### src/design/qpe_pkg.sv
// Shared types, constants and helpers of the quoted-printable encoder.
`timescale 1ns / 1ps
`default_nettype none
package qpe_pkg;

    // Configuration register indexes (byte address = 4 * index)
    localparam int         APB_ADDR_W       = 4;
    localparam logic [1:0] REG_LIMIT_ENABLE = 2'd0;
    localparam logic [1:0] REG_MAX_LINE_LEN = 2'd1;
    localparam logic [1:0] REG_START_COLUMN = 2'd2;

    // Column counter
    localparam int          COL_W     = 11;
    localparam logic [10:0] COUNT_MAX = 11'd2047;

    // Characters
    localparam logic [7:0] CH_EQUALS    = 8'h3D;
    localparam logic [7:0] CH_CR        = 8'h0D;
    localparam logic [7:0] CH_LF        = 8'h0A;
    localparam logic [7:0] CH_PRINT_LO  = 8'd33;
    localparam logic [7:0] CH_PRINT_HI  = 8'd126;

    // Output sequence steps: soft break, then token
    typedef enum logic [5:0] {
        STEP_BRK_EQ = 6'b000001,
        STEP_BRK_CR = 6'b000010,
        STEP_BRK_LF = 6'b000100,
        STEP_TOK    = 6'b001000,
        STEP_HEX_HI = 6'b010000,
        STEP_HEX_LO = 6'b100000
    } step_t;

    // Queue between front and back
    localparam int QUEUE_DEPTH = 4;
    localparam int QPTR_W      = $clog2(QUEUE_DEPTH);

    typedef struct packed {
        logic       limit_enable;
        logic [9:0] max_line_length;
        logic [9:0] start_column;
    } cfg_t;

    // One classified byte: soft break first, escaped or plain token
    typedef struct packed {
        logic       brk;
        logic       esc;
        logic [7:0] data;
    } cmd_t;

    function automatic logic [7:0] hex_digit(input logic [3:0] v);
        logic [7:0] d;
        d = {4'd0, v};
        if (v < 4'd10) begin
            hex_digit = 8'h30 + d;
        end else begin
            hex_digit = 8'h37 + d;
        end
    endfunction

endpackage
`default_nettype wire

### src/design/qpe_front.sv
// Front end: accepts input bytes, tracks the column and decides on soft breaks.
`timescale 1ns / 1ps
`default_nettype none
module qpe_front import qpe_pkg::*; (
    input  wire logic       aclk,
    input  wire logic       aresetn,
    input  wire cfg_t       cfg,
    input  wire logic       s_tvalid,
    output logic            s_tready,
    input  wire logic [7:0] s_tdata,   // [7:0] data_byte
    input  wire logic [0:0] s_tuser,   // [0] first_of_string
    input  wire logic       s_tlast,   // last_of_string
    input  wire logic       q_full,
    output logic            q_push,
    output cmd_t            q_cmd
);

    logic [COL_W-1:0] col_reg;
    logic [COL_W-1:0] col_next;
    logic [COL_W-1:0] col_base;
    logic [COL_W-1:0] col_tok;
    logic [COL_W:0]   need;
    logic [COL_W:0]   sum;
    logic [COL_W:0]   lim;
    logic [1:0]       width;
    logic             plain;
    logic             fits;
    logic             brk;

    assign s_tready = !q_full;
    assign q_push   = s_tvalid && !q_full;

    // Classify the byte and check whether its token fits on the line
    always_comb begin
        plain    = (s_tdata >= CH_PRINT_LO) && (s_tdata <= CH_PRINT_HI)
                   && (s_tdata != CH_EQUALS);
        width    = plain ? 2'd1 : 2'd3;
        col_base = s_tuser[0] ? {1'b0, cfg.start_column} : col_reg;
        need     = {1'b0, col_base} + {{COL_W-1{1'b0}}, width};
        lim      = {2'b00, cfg.max_line_length};
        fits     = (need < lim) || (s_tlast && (need <= lim));
        brk      = cfg.limit_enable && !fits;
        col_tok  = brk ? '0 : col_base;
        sum      = {1'b0, col_tok} + {{COL_W-1{1'b0}}, width};
        col_next = (sum > {1'b0, COUNT_MAX}) ? COUNT_MAX : sum[COL_W-1:0];
        q_cmd.brk  = brk;
        q_cmd.esc  = !plain;
        q_cmd.data = s_tdata;
    end

    // Advance the column on each accepted transaction
    always_ff @(posedge aclk) begin
        if (!aresetn) begin
            col_reg <= '0;
        end else if (q_push) begin
            col_reg <= col_next;
        end
    end

endmodule
`default_nettype wire

### src/design/qpe_queue.sv
// Short command queue between the front end and the output sequencer.
`timescale 1ns / 1ps
`default_nettype none
module qpe_queue import qpe_pkg::*; (
    input  wire logic aclk,
    input  wire logic aresetn,
    input  wire logic push,
    input  wire cmd_t push_cmd,
    output logic      full,
    input  wire logic pop,
    output logic      empty,
    output cmd_t      head
);

    cmd_t              mem_reg [QUEUE_DEPTH];
    logic [QPTR_W-1:0] wr_ptr_reg;
    logic [QPTR_W-1:0] rd_ptr_reg;
    logic [QPTR_W:0]   count_reg;
    logic              do_push;
    logic              do_pop;

    assign full    = (count_reg == QUEUE_DEPTH[QPTR_W:0]);
    assign empty   = (count_reg == '0);
    assign do_push = push && !full;
    assign do_pop  = pop && !empty;
    assign head    = mem_reg[rd_ptr_reg];

    // Store entries
    always_ff @(posedge aclk) begin
        if (do_push) begin
            mem_reg[wr_ptr_reg] <= push_cmd;
        end
    end

    // Move pointers and fill count
    always_ff @(posedge aclk) begin
        if (!aresetn) begin
            wr_ptr_reg <= '0;
            rd_ptr_reg <= '0;
            count_reg  <= '0;
        end else begin
            if (do_push) begin
                wr_ptr_reg <= wr_ptr_reg + 1'b1;
            end
            if (do_pop) begin
                rd_ptr_reg <= rd_ptr_reg + 1'b1;
            end
            if (do_push && !do_pop) begin
                count_reg <= count_reg + 1'b1;
            end else if (do_pop && !do_push) begin
                count_reg <= count_reg - 1'b1;
            end
        end
    end

endmodule
`default_nettype wire

### src/design/qpe_back.sv
// Back end: expands each command into output characters, one per cycle while m_tready is high.
`timescale 1ns / 1ps
`default_nettype none
module qpe_back import qpe_pkg::*; (
    input  wire logic       aclk,
    input  wire logic       aresetn,
    input  wire logic       q_empty,
    input  wire cmd_t       q_head,
    output logic            q_pop,
    output logic            m_tvalid,
    input  wire logic       m_tready,
    output logic [7:0]      m_tdata,   // [7:0] out_byte
    output logic            m_tlast    // last_of_run
);

    logic       active_reg;
    logic       active_next;
    cmd_t       cmd_reg;
    cmd_t       cmd_next;
    step_t      step_reg;
    step_t      step_next;
    logic       m_valid_reg;
    logic [7:0] m_data_reg;
    logic       m_last_reg;
    logic       out_load;
    logic       emit;
    logic       is_last;
    step_t      last_step;
    logic [7:0] ch;

    assign m_tvalid  = m_valid_reg;
    assign m_tdata   = m_data_reg;
    assign m_tlast   = m_last_reg;

    assign out_load  = !m_valid_reg || m_tready;
    assign emit      = active_reg && out_load;
    assign last_step = cmd_reg.esc ? STEP_HEX_LO : STEP_TOK;
    assign is_last   = (step_reg == last_step);
    assign q_pop     = !q_empty && (!active_reg || (emit && is_last));

    // Pick the character for the current step
    always_comb begin
        unique case (step_reg)
            STEP_BRK_EQ: ch = CH_EQUALS;
            STEP_BRK_CR: ch = CH_CR;
            STEP_BRK_LF: ch = CH_LF;
            STEP_TOK:    ch = cmd_reg.esc ? CH_EQUALS : cmd_reg.data;
            STEP_HEX_HI: ch = hex_digit(cmd_reg.data[7:4]);
            STEP_HEX_LO: ch = hex_digit(cmd_reg.data[3:0]);
            default:     ch = CH_EQUALS;
        endcase
    end

    // Take the next command or step through the current one
    always_comb begin
        active_next = active_reg;
        cmd_next    = cmd_reg;
        step_next   = step_reg;
        if (q_pop) begin
            active_next = 1'b1;
            cmd_next    = q_head;
            step_next   = q_head.brk ? STEP_BRK_EQ : STEP_TOK;
        end else if (emit && is_last) begin
            active_next = 1'b0;
        end else if (emit) begin
            unique case (step_reg)
                STEP_BRK_EQ: step_next = STEP_BRK_CR;
                STEP_BRK_CR: step_next = STEP_BRK_LF;
                STEP_BRK_LF: step_next = STEP_TOK;
                STEP_TOK:    step_next = STEP_HEX_HI;
                STEP_HEX_HI: step_next = STEP_HEX_LO;
                default:     step_next = step_reg;
            endcase
        end
    end

    always_ff @(posedge aclk) begin
        if (!aresetn) begin
            active_reg  <= 1'b0;
            m_valid_reg <= 1'b0;
        end else begin
            active_reg <= active_next;
            if (out_load) begin
                m_valid_reg <= emit;
            end
        end
    end

    // Payload registers
    always_ff @(posedge aclk) begin
        cmd_reg  <= cmd_next;
        step_reg <= step_next;
        if (emit) begin
            m_data_reg <= ch;
            m_last_reg <= is_last;
        end
    end

endmodule
`default_nettype wire

### src/design/quoted_printable_encoder.sv
// Top level of the quoted-printable encoder with soft line breaks.
`timescale 1ns / 1ps
`default_nettype none
// Encodes one byte per input transaction into one to six output characters:
// an optional soft break "=" CR LF, then the byte itself (33..126 except '=')
// or '=' and two upper-case hex digits. The output side delivers one character
// per clock while m_tready is high, so a byte costs 1, 3, 4 or 6 output
// characters; this output sequencer sets the sustained rate. The input side takes
// a byte in any cycle in which the four-entry command queue has room, so a
// stalled output does not stop input until the queue fills. The line column
// is tracked in the front end and decided at acceptance. Registers (APB, byte
// addresses): 0x0 limit_enable, 0x4 max_line_length, 0x8 start_column; write
// them only while the encoder is idle.
module quoted_printable_encoder import qpe_pkg::*; (
    input  wire logic                  aclk,
    input  wire logic                  aresetn,
    input  wire logic                  psel,
    input  wire logic                  penable,
    input  wire logic                  pwrite,
    input  wire logic [APB_ADDR_W-1:0] paddr,
    input  wire logic [31:0]           pwdata,
    output logic [31:0]                prdata,
    output logic                       pready,
    input  wire logic                  s_tvalid,
    output logic                       s_tready,
    input  wire logic [7:0]            s_tdata,   // [7:0] data_byte
    input  wire logic [0:0]            s_tuser,   // [0] first_of_string
    input  wire logic                  s_tlast,   // last_of_string
    output logic                       m_tvalid,
    input  wire logic                  m_tready,
    output logic [7:0]                 m_tdata,   // [7:0] out_byte
    output logic                       m_tlast    // last_of_run
);

    logic       lim_en_reg;
    logic [9:0] max_len_reg;
    logic [9:0] start_col_reg;
    logic       cfg_wr;
    cfg_t       cfg;
    logic       q_push;
    cmd_t       q_cmd;
    logic       q_full;
    logic       q_pop;
    logic       q_empty;
    cmd_t       q_head;

    assign pready = 1'b1;
    assign cfg_wr = psel && penable && pwrite && pready;

    // Register writes
    always_ff @(posedge aclk) begin
        if (!aresetn) begin
            lim_en_reg    <= 1'b1;
            max_len_reg   <= 10'd76;
            start_col_reg <= 10'd0;
        end else if (cfg_wr) begin
            unique case (paddr[3:2])
                REG_LIMIT_ENABLE: lim_en_reg    <= pwdata[0];
                REG_MAX_LINE_LEN: max_len_reg   <= pwdata[9:0];
                REG_START_COLUMN: start_col_reg <= pwdata[9:0];
                default: ;
            endcase
        end
    end

    // Register reads
    always_comb begin
        unique case (paddr[3:2])
            REG_LIMIT_ENABLE: prdata = {31'd0, lim_en_reg};
            REG_MAX_LINE_LEN: prdata = {22'd0, max_len_reg};
            REG_START_COLUMN: prdata = {22'd0, start_col_reg};
            default:          prdata = 32'd0;
        endcase
    end

    assign cfg.limit_enable    = lim_en_reg;
    assign cfg.max_line_length = max_len_reg;
    assign cfg.start_column    = start_col_reg;

    qpe_front u_front (
        .aclk     (aclk),
        .aresetn  (aresetn),
        .cfg      (cfg),
        .s_tvalid (s_tvalid),
        .s_tready (s_tready),
        .s_tdata  (s_tdata),
        .s_tuser  (s_tuser),
        .s_tlast  (s_tlast),
        .q_full   (q_full),
        .q_push   (q_push),
        .q_cmd    (q_cmd)
    );

    qpe_queue u_queue (
        .aclk     (aclk),
        .aresetn  (aresetn),
        .push     (q_push),
        .push_cmd (q_cmd),
        .full     (q_full),
        .pop      (q_pop),
        .empty    (q_empty),
        .head     (q_head)
    );

    qpe_back u_back (
        .aclk     (aclk),
        .aresetn  (aresetn),
        .q_empty  (q_empty),
        .q_head   (q_head),
        .q_pop    (q_pop),
        .m_tvalid (m_tvalid),
        .m_tready (m_tready),
        .m_tdata  (m_tdata),
        .m_tlast  (m_tlast)
    );

endmodule
`default_nettype wire

### config.mk
export PLATFORM = sky130hd
export DESIGN_NAME = quoted_printable_encoder
export DESIGN_NICKNAME = d
export VERILOG_FILES = /design/src/design/qpe_pkg.sv /design/src/design/qpe_front.sv /design/src/design/qpe_queue.sv /design/src/design/qpe_back.sv /design/src/design/quoted_printable_encoder.sv
export SDC_FILE = /design/constraint.sdc
export NUM_CORES = 1
export LEC_CHECK = 0
export ABC_AREA = 0
export BUFFER_PORTS_ARGS = -buffer_cell sky130_fd_sc_hd__buf_2
export CAP_MARGIN = 5
export CORE_MARGIN = 1
export CORE_UTILIZATION = 50
export CTS_CLUSTER_SIZE = 20
export DETAILED_ROUTE_END_ITERATION = 6
export GPL_ROUTABILITY_DRIVEN = 0
export PLACE_DENSITY = 0.72
export SLEW_MARGIN = 20
export SYNTH_ARGS = -nofsm -noshare
export SYNTH_HDL_FRONTEND = slang
export SYNTH_SLANG_ARGS = --single-unit
export TNS_END_PERCENT = 20
### constraint.sdc
create_clock -name aclk -period 8.2 [get_ports aclk]
set_input_delay 1.64 -clock aclk [delete_from_list [all_inputs] [get_ports aclk]]
set_output_delay 1.64 -clock aclk [all_outputs]
set_load 0.01 [all_outputs]
==> out/results.ini <==
[sta]
fmax_mhz=158
fin_crit_sh=0.774
fin_worst_skew_ns=0.00497
setup_violations=0
tightest_slew_ns=0.892
slew_violations=0
rsz0062_at_grt=no
min_period_ns=6.34
hold_viol=0
whs_ns=0.448
finalSetupTns_ns=0
relSlewSlack=0.404

[yosys]
synth_top_area_cell=edfxtp_1
synth_compound_area_frac=0.134
yosys.cell_types.count=61
synthArstFlopShare=0
synth_edf_count=64
syn_area_per_cell_um2=10.7
synth_warnings=0
ys_seq_area_frac=0.485
synth_top_family_by_area=simple AND/OR/NAND/NOR gates
netlist_instances=536
synth_fa_ha_area_frac=0.0519
syn-cell-area_um2=5730
ys_top_cells_by_area=edfxtp_1 (34%), dfxtp_1 (15%), nand2_1 (4.8%), ha_1 (4.1%), mux4_2 (3.9%)
synth.mux.area_fraction=0.0661
synth_top_area_share=0.335
synth_xor_area_frac=0.0351
yosys.area_share.simple=0.164
ys_seq_elements=107
synthFlopType=edfxtp_1

[power]
p_leak_uw=0.00237
p_int_uw=1080
power_switching_uw=518
ir_worst_vdd_mv=0.137
sequentialPowerShare=0.497
combPwrFrac=0.252
power_uw=1600
power_frac_clock=0.252
p_sw_frac=0.324
p_per_area_nw_per_um2=255

[layout]
fin_nets=653
finalNonFillerCells=722
multi_input_area_um2=2680
fill_cells=921
post-route-cell-area_um2=6270
syn_to_final_growth_pct=9.40
diodes=0
seqCellArea_um2=2780
largest_reg_flops=40
layout-drive-gt1-share=0.163

[clocking]
cts_resized=0
post_cts_buffers=0
cts_max_level=3
clock_latency_ns=0.34
cts_hold_buffers=0
clk_pin_slew_ns=0.07
cts-root-buf=clkbuf_16
cts_tree=done
clock_sinks=107
cts.path.max_buffers=2
cts_buffers=9

[hold_path]
min_from=u_front.col_reg[10]
hold_end=u_front.col_reg[10]
min_path_type=register to register
min_path_cells=2

[detailed_routing]
wl_per_cell_um=15.8
drcViolationCount=0
first_pass_iters=5
ant_nets=0
drt-total-wl_um=11400
drt_first_iter_violations=220
vias=4058
viasPerCell=5.62

[floorplanning]
rows=38
start_util=0.522
ioPinCount=97
die_area_um2=11900
coreArea_um2=11000
die_w_um=109
fp.dieH_um=109

[global_routing]
grt_pass1_wl_um=18600
grt_overflow=0
grt_max_degree=38
antenna_found_initial=0
grt_pass1_vias=3756
grt_util_all_layers=0.206

[critical_path]
r2r_start=start_col_reg[1]
cp_max_fo=9
critPathKind=input pin to register
slowest_stage=o21ai_1
arrival_ns=6.57
worst_setup_path_end_kind=register
start_kind=input pin
reg2reg_to=u_front.col_reg[2]
critPathRequiredTime_ns=8.42
r2r_setup_slack_ns=3.48
rr_worst_depth=18
crit_chain=buf_2 > or4_1 > nand2_1 > a211o_1 > ha_1 > a21oi_2 > nor3b_2 > nand2_1 > xor2_1 > ha_1 > a211o_1 > a21oi_1 > o21ai_0 > o21ai_1 > and3_1 > ha_1 > a21oi_1 > nor4b_4 > nor4_1 > nand3_1 > nor3b_2
cp_num_buf_inv=1
cp_top_family=simple AND/OR/NAND/NOR gates
cp-startpoint=s_tdata[2]
slowest_delay_ns=0.54
crit_top_cell=ha_1

[place]
placed_cell_area_um2=6000
dp_hpwl_um=8130
port_buffers=49
dpl.cell_count=707

[flow_run]
max_cap_violations=0

[status]
outcome=completed

cells in the mapped netlist, types with 10 or more instances:
master    count
a21boi_0     21
a21oi_1      16
buf_4        23
clkbuf_1     14
dfxtp_1      43
edfxtp_1     64
ha_1         19
inv_1        25
mux2i_1      12
mux4_2       10
nand2_1      74
nand3_1      10
nor2_1       23
o21ai_0      24
xnor2_1      12
xor2_1       11
layout make-up:
class                      instances  area share
clock buffer                       9      0.0359
clock inverter                     6     0.00738
inverter                          27      0.0162
multi-input combinational        381       0.426
sequential                       107       0.444
tap                              140      0.0279
timing repair buffer              52      0.0427
tightest hold or removal path, delay by kind of cell, from the launching register on:
family	cells	cell delay, ns
DFF	1	0.31
AOI/OAI and AO/OA	1	0.05
and+or+nand+nor	1	0.05
logic make-up after synthesis:
logic type	count (synthesis)
and+or+nand+nor	176
AOI/OAI and AO/OA	112
DFF	107
buffers and inverters	69
muxes	25
xor gates and xnor gates	23
adders and majority gates	22
other	2
power by group through the flow:
stage	Combinational [uW]	Sequential, uW	Clock [uW]
floorplan	355	749	0
global placement	387	797	0
detailed placement	402	805	0
CTS	406	795	410
global route	455	811	431
finish	403	795	403
through the flow:
stage,worst slack (ns),utilization
4_1_cts,1.84,0.571
3_3_place_gp,1.69,0.546
6_report,1.86,0.571
2_1_floorplan,2.31,-
3_5_place_dp,1.53,0.546
5_1_grt,1.52,0.571
worst max path at each step:
stage | cells past startpoint | endpoint | slack, ns
detailed placement | 21 | u_front.col_reg[2] | 1.53
global route | 21 | u_front.col_reg[2] | 1.52
CTS | 21 | u_front.col_reg[2] | 1.84
global placement | 21 | u_front.col_reg[2] | 1.69
floorplan | 20 | u_front.col_reg[2] | 2.31
finish | 21 | u_front.col_reg[2] | 1.86
layout by cell type (no fill, tap or decap), types with 16 or more instances in the layout:
cell type and instances:
nand2_1 74, edfxtp_1 64, buf_2 49, dfxtp_1 43, inv_1 25, o21ai_0 24, nor2_1 23, conb_1 23
a21boi_0 21, ha_1 19, a21oi_1 16
routing by layer:
layer,vias up,track usage,wire (um)
met2,135,0.339,5470
li1,1972,-,-
met1,1937,0.272,5170
met5,-,0,0
met3,14,0.0353,602
met4,0,0.0734,169
No activity file was read; power rests on OpenSTA's default activity.
